$ cat src/rtl/oese_pkg.sv
// Octal escape stream encoder: shared types and character constants.
// Used by oese_front, oese_back and the top level; no dependencies.
package oese_pkg;

    localparam int QUEUE_DEPTH = 2;   // command queue entries, power of two, >= 2
    localparam int MAX_OUT     = 6;   // most output bytes one request can cause

    localparam logic [7:0] CH_NUL = 8'h00;
    localparam logic [7:0] CH_TAB = 8'h09;
    localparam logic [7:0] CH_LF  = 8'h0A;
    localparam logic [7:0] CH_CR  = 8'h0D;
    localparam logic [7:0] CH_ESC = 8'h5C;
    localparam logic [7:0] CH_N   = 8'h6E;
    localparam logic [7:0] CH_T   = 8'h74;
    localparam logic [7:0] CH_R   = 8'h72;
    localparam logic [7:0] CH_0   = 8'h30;

    localparam logic ACT_DATA = 1'b0;
    localparam logic ACT_END  = 1'b1;

    // One queued command: an optional octal escape of the held byte, then
    // zero to two literal bytes for the new byte.
    typedef struct packed {
        logic       esc_vld;
        logic [7:0] esc_byte;
        logic       esc_pad3;
        logic [1:0] tail_len;
        logic [7:0] tail_b0;
        logic [7:0] tail_b1;
    } t_cmd;

endpackage

$ cat src/rtl/oese_fifo.sv
// Small register queue between front and back of the encoder.
// Generic width/depth; no package dependencies.
module oese_fifo #(
    parameter int WIDTH = 8,
    parameter int DEPTH = 2
) (
    input  logic             i_clk,
    input  logic             i_rst_n,
    input  logic             i_push,
    input  logic [WIDTH-1:0] i_data,
    input  logic             i_pop,
    output logic [WIDTH-1:0] o_data,
    output logic             o_full,
    output logic             o_empty
);
    localparam int PW = $clog2(DEPTH);
    localparam int CW = $clog2(DEPTH + 1);

    logic [WIDTH-1:0] r_mem [DEPTH];
    logic [PW-1:0]    r_wp, r_rp;
    logic [CW-1:0]    r_cnt;
    logic             do_push, do_pop;

    assign o_full  = (r_cnt == CW'(DEPTH));
    assign o_empty = (r_cnt == '0);
    assign o_data  = r_mem[r_rp];
    assign do_push = i_push && !o_full;
    assign do_pop  = i_pop && !o_empty;

    always_ff @(posedge i_clk) begin
        if (!i_rst_n) begin
            r_wp  <= '0;
            r_rp  <= '0;
            r_cnt <= '0;
        end else begin
            if (do_push) r_wp <= r_wp + PW'(1);
            if (do_pop)  r_rp <= r_rp + PW'(1);
            if (do_push && !do_pop)      r_cnt <= r_cnt + CW'(1);
            else if (do_pop && !do_push) r_cnt <= r_cnt - CW'(1);
        end
    end

    always_ff @(posedge i_clk) begin
        if (do_push) r_mem[r_wp] <= i_data;
    end

endmodule

$ cat src/rtl/oese_front.sv
// Front end: accepts requests, keeps the held byte, classifies each byte
// into a queue command. Depends on oese_pkg.
module oese_front (
    input  logic             i_clk,
    input  logic             i_rst_n,
    input  logic             i_valid,
    output logic             o_stall,
    input  logic             i_action,
    input  logic [7:0]       i_byte_value,
    input  logic             i_full,
    output logic             o_push,
    output oese_pkg::t_cmd   o_cmd
);
    logic       r_held_valid, n_held_valid;
    logic [7:0] r_held_byte,  n_held_byte;
    logic       accept;

    function automatic logic is_digit(input logic [7:0] b);
        return (b >= 8'h30) && (b <= 8'h39);
    endfunction

    function automatic logic passes(input logic [7:0] b);
        return b inside {[8'h30:8'h39], [8'h41:8'h5A], [8'h61:8'h7A],
                         8'h2F, 8'h2E, 8'h5F};
    endfunction

    assign o_stall = i_full;
    assign accept  = i_valid && !i_full;

    always_comb begin
        o_cmd          = '0;
        o_cmd.esc_vld  = r_held_valid;
        o_cmd.esc_byte = r_held_byte;
        // padding only means something for a byte that is actually held
        o_cmd.esc_pad3 = r_held_valid && (i_action == oese_pkg::ACT_DATA) &&
                         is_digit(i_byte_value);
        n_held_valid   = 1'b0;
        n_held_byte    = '0;
        if (i_action == oese_pkg::ACT_DATA) begin
            case (i_byte_value)
                oese_pkg::CH_NUL: begin
                    o_cmd.tail_len = 2'd1;
                    o_cmd.tail_b0  = oese_pkg::CH_LF;
                end
                oese_pkg::CH_LF: begin
                    o_cmd.tail_len = 2'd2;
                    o_cmd.tail_b0  = oese_pkg::CH_ESC;
                    o_cmd.tail_b1  = oese_pkg::CH_N;
                end
                oese_pkg::CH_TAB: begin
                    o_cmd.tail_len = 2'd2;
                    o_cmd.tail_b0  = oese_pkg::CH_ESC;
                    o_cmd.tail_b1  = oese_pkg::CH_T;
                end
                oese_pkg::CH_CR: begin
                    o_cmd.tail_len = 2'd2;
                    o_cmd.tail_b0  = oese_pkg::CH_ESC;
                    o_cmd.tail_b1  = oese_pkg::CH_R;
                end
                oese_pkg::CH_ESC: begin
                    o_cmd.tail_len = 2'd2;
                    o_cmd.tail_b0  = oese_pkg::CH_ESC;
                    o_cmd.tail_b1  = oese_pkg::CH_ESC;
                end
                default: begin
                    if (passes(i_byte_value)) begin
                        o_cmd.tail_len = 2'd1;
                        o_cmd.tail_b0  = i_byte_value;
                    end else begin
                        // needs octal: wait to see what follows
                        n_held_valid = 1'b1;
                        n_held_byte  = i_byte_value;
                    end
                end
            endcase
        end
    end

    // empty commands (nothing flushed, no literal bytes) are not queued
    assign o_push = accept && (o_cmd.esc_vld || (o_cmd.tail_len != 2'd0));

    always_ff @(posedge i_clk) begin
        if (!i_rst_n) begin
            r_held_valid <= 1'b0;
            r_held_byte  <= '0;
        end else if (accept) begin
            r_held_valid <= n_held_valid;
            r_held_byte  <= n_held_byte;
        end
    end

endmodule

$ cat src/rtl/oese_back.sv
// Back end: expands one queue command into output bytes and shifts them
// out through the output register. Depends on oese_pkg.
module oese_back (
    input  logic             i_clk,
    input  logic             i_rst_n,
    input  logic             i_empty,
    input  oese_pkg::t_cmd   i_cmd,
    output logic             o_pop,
    output logic             o_valid,
    input  logic             i_stall,
    output logic [7:0]       o_out_byte,
    output logic             o_out_last
);
    localparam int NB = oese_pkg::MAX_OUT;
    localparam int CW = $clog2(NB + 1);

    logic [7:0]    r_buf [NB];
    logic [CW-1:0] r_cnt;
    logic [7:0]    lst [NB];
    logic [7:0]    esc [4];
    logic [CW-1:0] elen, len;
    logic [1:0]    ndig;
    logic [7:0]    v;
    logic          take;

    always_comb begin
        v = i_cmd.esc_byte;
        if (i_cmd.esc_pad3 || (v >= 8'd64)) ndig = 2'd3;
        else if (v >= 8'd8)                 ndig = 2'd2;
        else                                ndig = 2'd1;
        esc[0] = oese_pkg::CH_ESC;
        esc[1] = '0;
        esc[2] = '0;
        esc[3] = '0;
        case (ndig)
            2'd3: begin
                esc[1] = oese_pkg::CH_0 + {6'd0, v[7:6]};
                esc[2] = oese_pkg::CH_0 + {5'd0, v[5:3]};
                esc[3] = oese_pkg::CH_0 + {5'd0, v[2:0]};
            end
            2'd2: begin
                esc[1] = oese_pkg::CH_0 + {5'd0, v[5:3]};
                esc[2] = oese_pkg::CH_0 + {5'd0, v[2:0]};
            end
            default: begin
                esc[1] = oese_pkg::CH_0 + {5'd0, v[2:0]};
            end
        endcase
        elen = i_cmd.esc_vld ? (CW'(ndig) + CW'(1)) : '0;
        len  = elen + CW'(i_cmd.tail_len);
        for (int i = 0; i < NB; i++) begin
            if (CW'(i) < elen)       lst[i] = esc[i % 4];
            else if (CW'(i) == elen) lst[i] = i_cmd.tail_b0;
            else                     lst[i] = i_cmd.tail_b1;
        end
    end

    assign o_valid    = (r_cnt != '0);
    assign o_out_byte = r_buf[0];
    assign o_out_last = (r_cnt == CW'(1));
    assign take       = o_valid && !i_stall;
    // reload in the same cycle the last byte leaves
    assign o_pop      = !i_empty && (!o_valid || (o_out_last && take));

    always_ff @(posedge i_clk) begin
        if (!i_rst_n) begin
            r_cnt <= '0;
        end else if (o_pop) begin
            r_cnt <= len;
        end else if (take) begin
            r_cnt <= r_cnt - CW'(1);
        end
    end

    always_ff @(posedge i_clk) begin
        if (o_pop) begin
            r_buf <= lst;
        end else if (take) begin
            for (int i = 0; i < NB - 1; i++) r_buf[i] <= r_buf[i + 1];
        end
    end

endmodule

$ cat src/rtl/octal_escape_stream_encoder.sv
// Top level of the octal escape stream encoder.
// Instantiates oese_front, oese_fifo and oese_back; uses oese_pkg.
//
// Usage:
//   Input channel (i_valid / o_stall, i_action, i_byte_value): one request per
//   byte, or an end request (i_action = 1) that flushes a held octal escape.
//   Output channel (o_valid / i_stall, o_out_byte, o_out_last): encoded
//   ASCII bytes, one per cycle unless stalled; o_out_last marks the last byte
//   caused by a request. A byte that needs octal is held in the front until
//   the next request, which decides between three-digit and minimal form;
//   such a request by itself produces no output.
// Data path: the front writes an accepted request's command into the queue,
//   then the back loads it into its output shift register, which drives it out.
// Throughput: the front takes one request per cycle while the queue has room;
//   unstalled, the back emits one byte per cycle, 0 to 6 per request (none
//   when a byte is only held); the output shift line sets the sustained rate.
// Stall: a stalled receiver freezes the output byte; the queue fills and
//   o_stall rises only when it is full.
// Reset (synchronous, active low): drops any held byte, empties the queue
//   and the output register.
module octal_escape_stream_encoder #(
    parameter int QUEUE_DEPTH = oese_pkg::QUEUE_DEPTH
) (
    input  logic       i_clk,
    input  logic       i_rst_n,
    input  logic       i_valid,
    output logic       o_stall,
    input  logic       i_action,
    input  logic [7:0] i_byte_value,
    output logic       o_valid,
    input  logic       i_stall,
    output logic [7:0] o_out_byte,
    output logic       o_out_last
);
    localparam int CMD_W = $bits(oese_pkg::t_cmd);

    oese_pkg::t_cmd push_cmd, pop_cmd;
    logic           push, pop, full, empty;
    logic [CMD_W-1:0] pop_data;

    oese_front u_front (
        .i_clk        (i_clk),
        .i_rst_n      (i_rst_n),
        .i_valid      (i_valid),
        .o_stall      (o_stall),
        .i_action     (i_action),
        .i_byte_value (i_byte_value),
        .i_full       (full),
        .o_push       (push),
        .o_cmd        (push_cmd)
    );

    oese_fifo #(
        .WIDTH (CMD_W),
        .DEPTH (QUEUE_DEPTH)
    ) u_fifo (
        .i_clk   (i_clk),
        .i_rst_n (i_rst_n),
        .i_push  (push),
        .i_data  (push_cmd),
        .i_pop   (pop),
        .o_data  (pop_data),
        .o_full  (full),
        .o_empty (empty)
    );

    assign pop_cmd = oese_pkg::t_cmd'(pop_data);

    oese_back u_back (
        .i_clk      (i_clk),
        .i_rst_n    (i_rst_n),
        .i_empty    (empty),
        .i_cmd      (pop_cmd),
        .o_pop      (pop),
        .o_valid    (o_valid),
        .i_stall    (i_stall),
        .o_out_byte (o_out_byte),
        .o_out_last (o_out_last)
    );

    // front never writes a full queue
    a_no_overflow: assert property (@(posedge i_clk) disable iff (!i_rst_n)
        !(push && full)) else $error("command pushed into full queue");

    // back never reads an empty queue
    a_no_underflow: assert property (@(posedge i_clk) disable iff (!i_rst_n)
        !(pop && empty)) else $error("command popped from empty queue");

    // three-digit padding only applies to an actually held byte
    a_pad_needs_held: assert property (@(posedge i_clk) disable iff (!i_rst_n)
        (push && push_cmd.esc_pad3) |-> push_cmd.esc_vld)
        else $error("padding requested with no held byte");

    // a queued command always yields at least one output byte
    a_cmd_nonempty: assert property (@(posedge i_clk) disable iff (!i_rst_n)
        push |-> (push_cmd.esc_vld || (push_cmd.tail_len != 2'd0)))
        else $error("empty command queued");

endmodule

$ cat config.mk
export PLATFORM = sky130hd
export DESIGN_NAME = octal_escape_stream_encoder
export DESIGN_NICKNAME = d
export VERILOG_FILES = /design/src/rtl/oese_pkg.sv /design/src/rtl/oese_fifo.sv /design/src/rtl/oese_front.sv /design/src/rtl/oese_back.sv /design/src/rtl/octal_escape_stream_encoder.sv
export SDC_FILE = /design/constraint.sdc
export NUM_CORES = 1
export LEC_CHECK = 0
export ABC_CLOCK_PERIOD_IN_PS = 6900
export BUFFER_PORTS_ARGS = -buffer_cell sky130_fd_sc_hd__buf_4
export CORE_AREA = 2 2 119 121
export DETAILED_ROUTE_END_ITERATION = 10
export DIE_AREA = 0 0 121 123
export GPL_ROUTABILITY_DRIVEN = 0
export HOLD_SLACK_MARGIN = 0.03
export SLEW_MARGIN = 5
export SYNTH_ARGS = -nofsm -noshare
export SYNTH_HDL_FRONTEND = slang
export SYNTH_SLANG_ARGS = --single-unit
$ cat constraint.sdc
create_clock -name i_clk -period 6.9 [get_ports i_clk]
set_input_delay 0 -clock i_clk [delete_from_list [all_inputs] [get_ports i_clk]]
set_output_delay 0 -clock i_clk [all_outputs]
set_load 0.01 [all_outputs]
==> reports/metrics.cfg <==
[worst_setup_path]
reg2reg_setup_slack_ns=3.94
crit_family=simple AND/OR/NAND/NOR gates
critPathRequiredTime_ns=7.19
cp.arrival_ns=3.25
max_stage_delay_ns=0.76
path_cells=buf_4 -> nor4_2 -> a21oi_2 -> nor3_2 -> ha_1 -> inv_1 -> fa_1 -> nor2_1 -> a21oi_1 -> nor2_1
cp-start-kind=register
cp_slowest_cell=nor3_2
r2r_end=u_back.r_cnt[1]
endpoint_kind=register
crit_top_cell=nor2_1
worstSetupPathType=reg2reg
path_buf_inv=2
reg2reg_depth=10
crit_fanout=32

[place]
hpwl_um=7050
place.port_buffers=23
place_area_mm2=0.00575
post-place-ws_ns=3.94

[clock_network]
cts_buffers=17
post_cts_buffers=0
clock_latency_ns=0.41
clkSlewWorstSetupHoldPaths_ns=0.05
cts_max_level=4
cts_root_buf=clkbuf_16
cts_tree=done
clockBufferDepth=2
clock-sinks=117

[synthesis]
seq_area_frac_synth_pct=61.5
synth_top_area_share_pct=55.2
synth_area_mm2=0.00544
yosysUniqueCellTypes=61
synthTopCellsByArea=edfxtp_1 (55%), dfxtp_1 (6.3%), nand2_1 (3.3%), a21oi_1 (2.9%), mux2i_1 (2.9%)
yosys.area.top_type=edfxtp_1
ys_seq_elements=117
synth_edf_count=100
synthArstFlopShare_pct=0
synth_ff_type=edfxtp_1
yosys_warnings=0
syn-instance-count=453
avgSynthCellArea_um2=12.0

[global_routing]
grt_pass1_vias=3340
grt_max_degree=59
grt_pass1_wl_um=17700
overflow=0
grt_use_total_pct=15.7
antenna_found_initial=0

[final_layout]
diodes=0
nets=504
area_delta_synth_final_pct=18.6
design_area_mm2=0.00645
fillers=1217
utilization_pct=47.4
drive_gt1_share_pct=17.9

[route]
drt.antenna.violating_nets=0
drt-initial-drc-count=326
vias=3543
drcViolationCount=0
wl_per_cell_um=15.9
routed_wl_um=10800
viasPerCell=5.23
dr.pass1.iters=5

[floorplanning]
rows=43
dieHeight_um=123
dieArea_mm2=0.0149
initial_utilization_pct=39.9
ios=24
fp.dieW_um=121
fp.coreArea_mm2=0.0136

[sta]
grt_setup_unrepaired=false
drv_slew=0
finalWorstPathRequiredPeriod_ns=2.96
period_share_pct=42.9
fmax_mhz=338
clock_skew_ns=0.00766
setup_slack_ns=3.94
setup_violations=0
worstMarginPinSlew_ns=0.886
hold_viol_final=0
tns_ns=0
max_slew_margin_pct=40.6

[min_path]
hold_depth=3
hold_end=u_front.r_held_byte[7]
hold_start=i_byte_value[7]
min_path_type=in2reg

[run]
drv_cap=0

[pwr]
p_leak_nw=2.29
vdd_drop_max_v=0.000258
p_per_area_mw_per_mm2=389

[status]
outcome=finished clean

cell usage after synthesis (2+ instances only):
library cell,n
o22ai_1,2
o211ai_1,2
nor3_1,7
o21ai_0,29
nand2b_1,10
mux2i_1,16
and2_1,3
nor3b_1,2
nor4_2,2
a21oi_1,32
edfxtp_1,100
buf_2,11
dfxtp_1,17
or3_1,3
inv_1,12
nor2_1,42
xnor2_1,3
and3_1,4
nand2_1,48
o31ai_1,5
buf_4,8
a211oi_1,4
a22oi_1,3
ha_1,5
mux2_2,12
nor2b_1,7
a31oi_1,3
a22o_1,16
xor2_1,2
nand3b_1,3
clkbuf_1,10
cell families (layout without fill, tap and decap cells):
group	after synthesis	after routing	synth area share (%)
flops	117	117	61.5
compound gates	112	112	13.8
mux	29	29	5.68
fa+ha+maj	6	6	1.52
other cells	1	4	0.0690
simple gates	139	139	12.6
buf+inv	44	86	3.98
xor+xnor	5	5	0.806
layer usage:
layer  vias to the layer above  GRT usage (%)  routed length, µm
met3                        15           3.60                386
met1                      1722           21.6               5230
met2                        71           24.2               5000
li1                       1735              -                  -
met5                         -              0                  0
met4                         0           6.47                190
cells in the final DEF, fill, tap and decap left out, types with 7 or more instances in the layout:
cell type / synthesis / final
edfxtp_1: 100 / 100
nand2_1: 48 / 48
nor2_1: 42 / 42
a21oi_1: 32 / 32
o21ai_0: 29 / 28
buf_4: 8 / 28
clkbuf_16: 0 / 19
dfxtp_1: 17 / 17
mux2i_1: 16 / 16
a22o_1: 16 / 16
inv_1: 12 / 12
mux2_2: 12 / 12
dlygate4sd3_1: 0 / 12
nand2b_1: 10 / 10
nor3_1: 7 / 7
clkinv_4: 0 / 7
how the worst max path moves through the flow:
stage,from,cells past startpoint,end
2_1_floorplan,u_back.r_cnt[0],4,u_back.o_out_byte[0]
3_3_place_gp,register,10,u_back.r_cnt[1]
3_5_place_dp,register,10,u_back.r_cnt[1]
4_1_cts,register,10,u_back.r_cnt[1]
5_1_grt,register,9,u_back.r_cnt[2]
6_report,register,10,u_back.r_cnt[1]
power by group:
group	internal (mW)	switching, mW	total (mW)
combinational	0.229	0.359	0.587
clock	0.514	0.319	0.833
sequential	1.03	0.0574	1.09
timing repair:
item	CTS	global route
resized for setup	0	0
hold buffers	12	0
endpoints found under the setup margin	0	0
hold endpoints to repair	23	0
state kept, by name (all words and copies together), names as in the netlist, named ones only:
signal / flops
u_fifo.r_mem: 52
u_back.r_buf: 40
u_back.o_out_byte: 8
u_front.r_held_byte: 8
u_back.r_cnt: 3
u_fifo.r_cnt: 2
u_fifo.r_rp: 1
u_fifo.r_wp: 1
u_front.r_held_valid: 1
stage by stage:
step | instances | power [mW] | hold WS [ns]
after global routing | 678 | 2.65 | 0.439
after global placement | 634 | 1.67 | 0.277
after CTS | 678 | 2.53 | 0.393
after floorplan | 456 | 1.54 | 0.133
final | 678 | 2.51 | 0.405
after detailed placement | 634 | 1.69 | 0.282
tightest hold or removal path, cell delays in order:
cell and delay, ns:
dlygate4sd3_1 0.52, buf_4 0.14, a22o_1 0.12
area by class of cell:
cell class                 instances  area [µm²]  area share (%)
tap                              180         225            3.49
clock buffer                      20         489            7.59
timing repair buffer              40         330            5.12
multi-input combinational        295        1920            29.7
sequential                       117        3340            51.9
clock inverter                    12        91.3            1.42
inverter                          14        52.6           0.815
No activity file was read; power rests on OpenSTA's default activity.
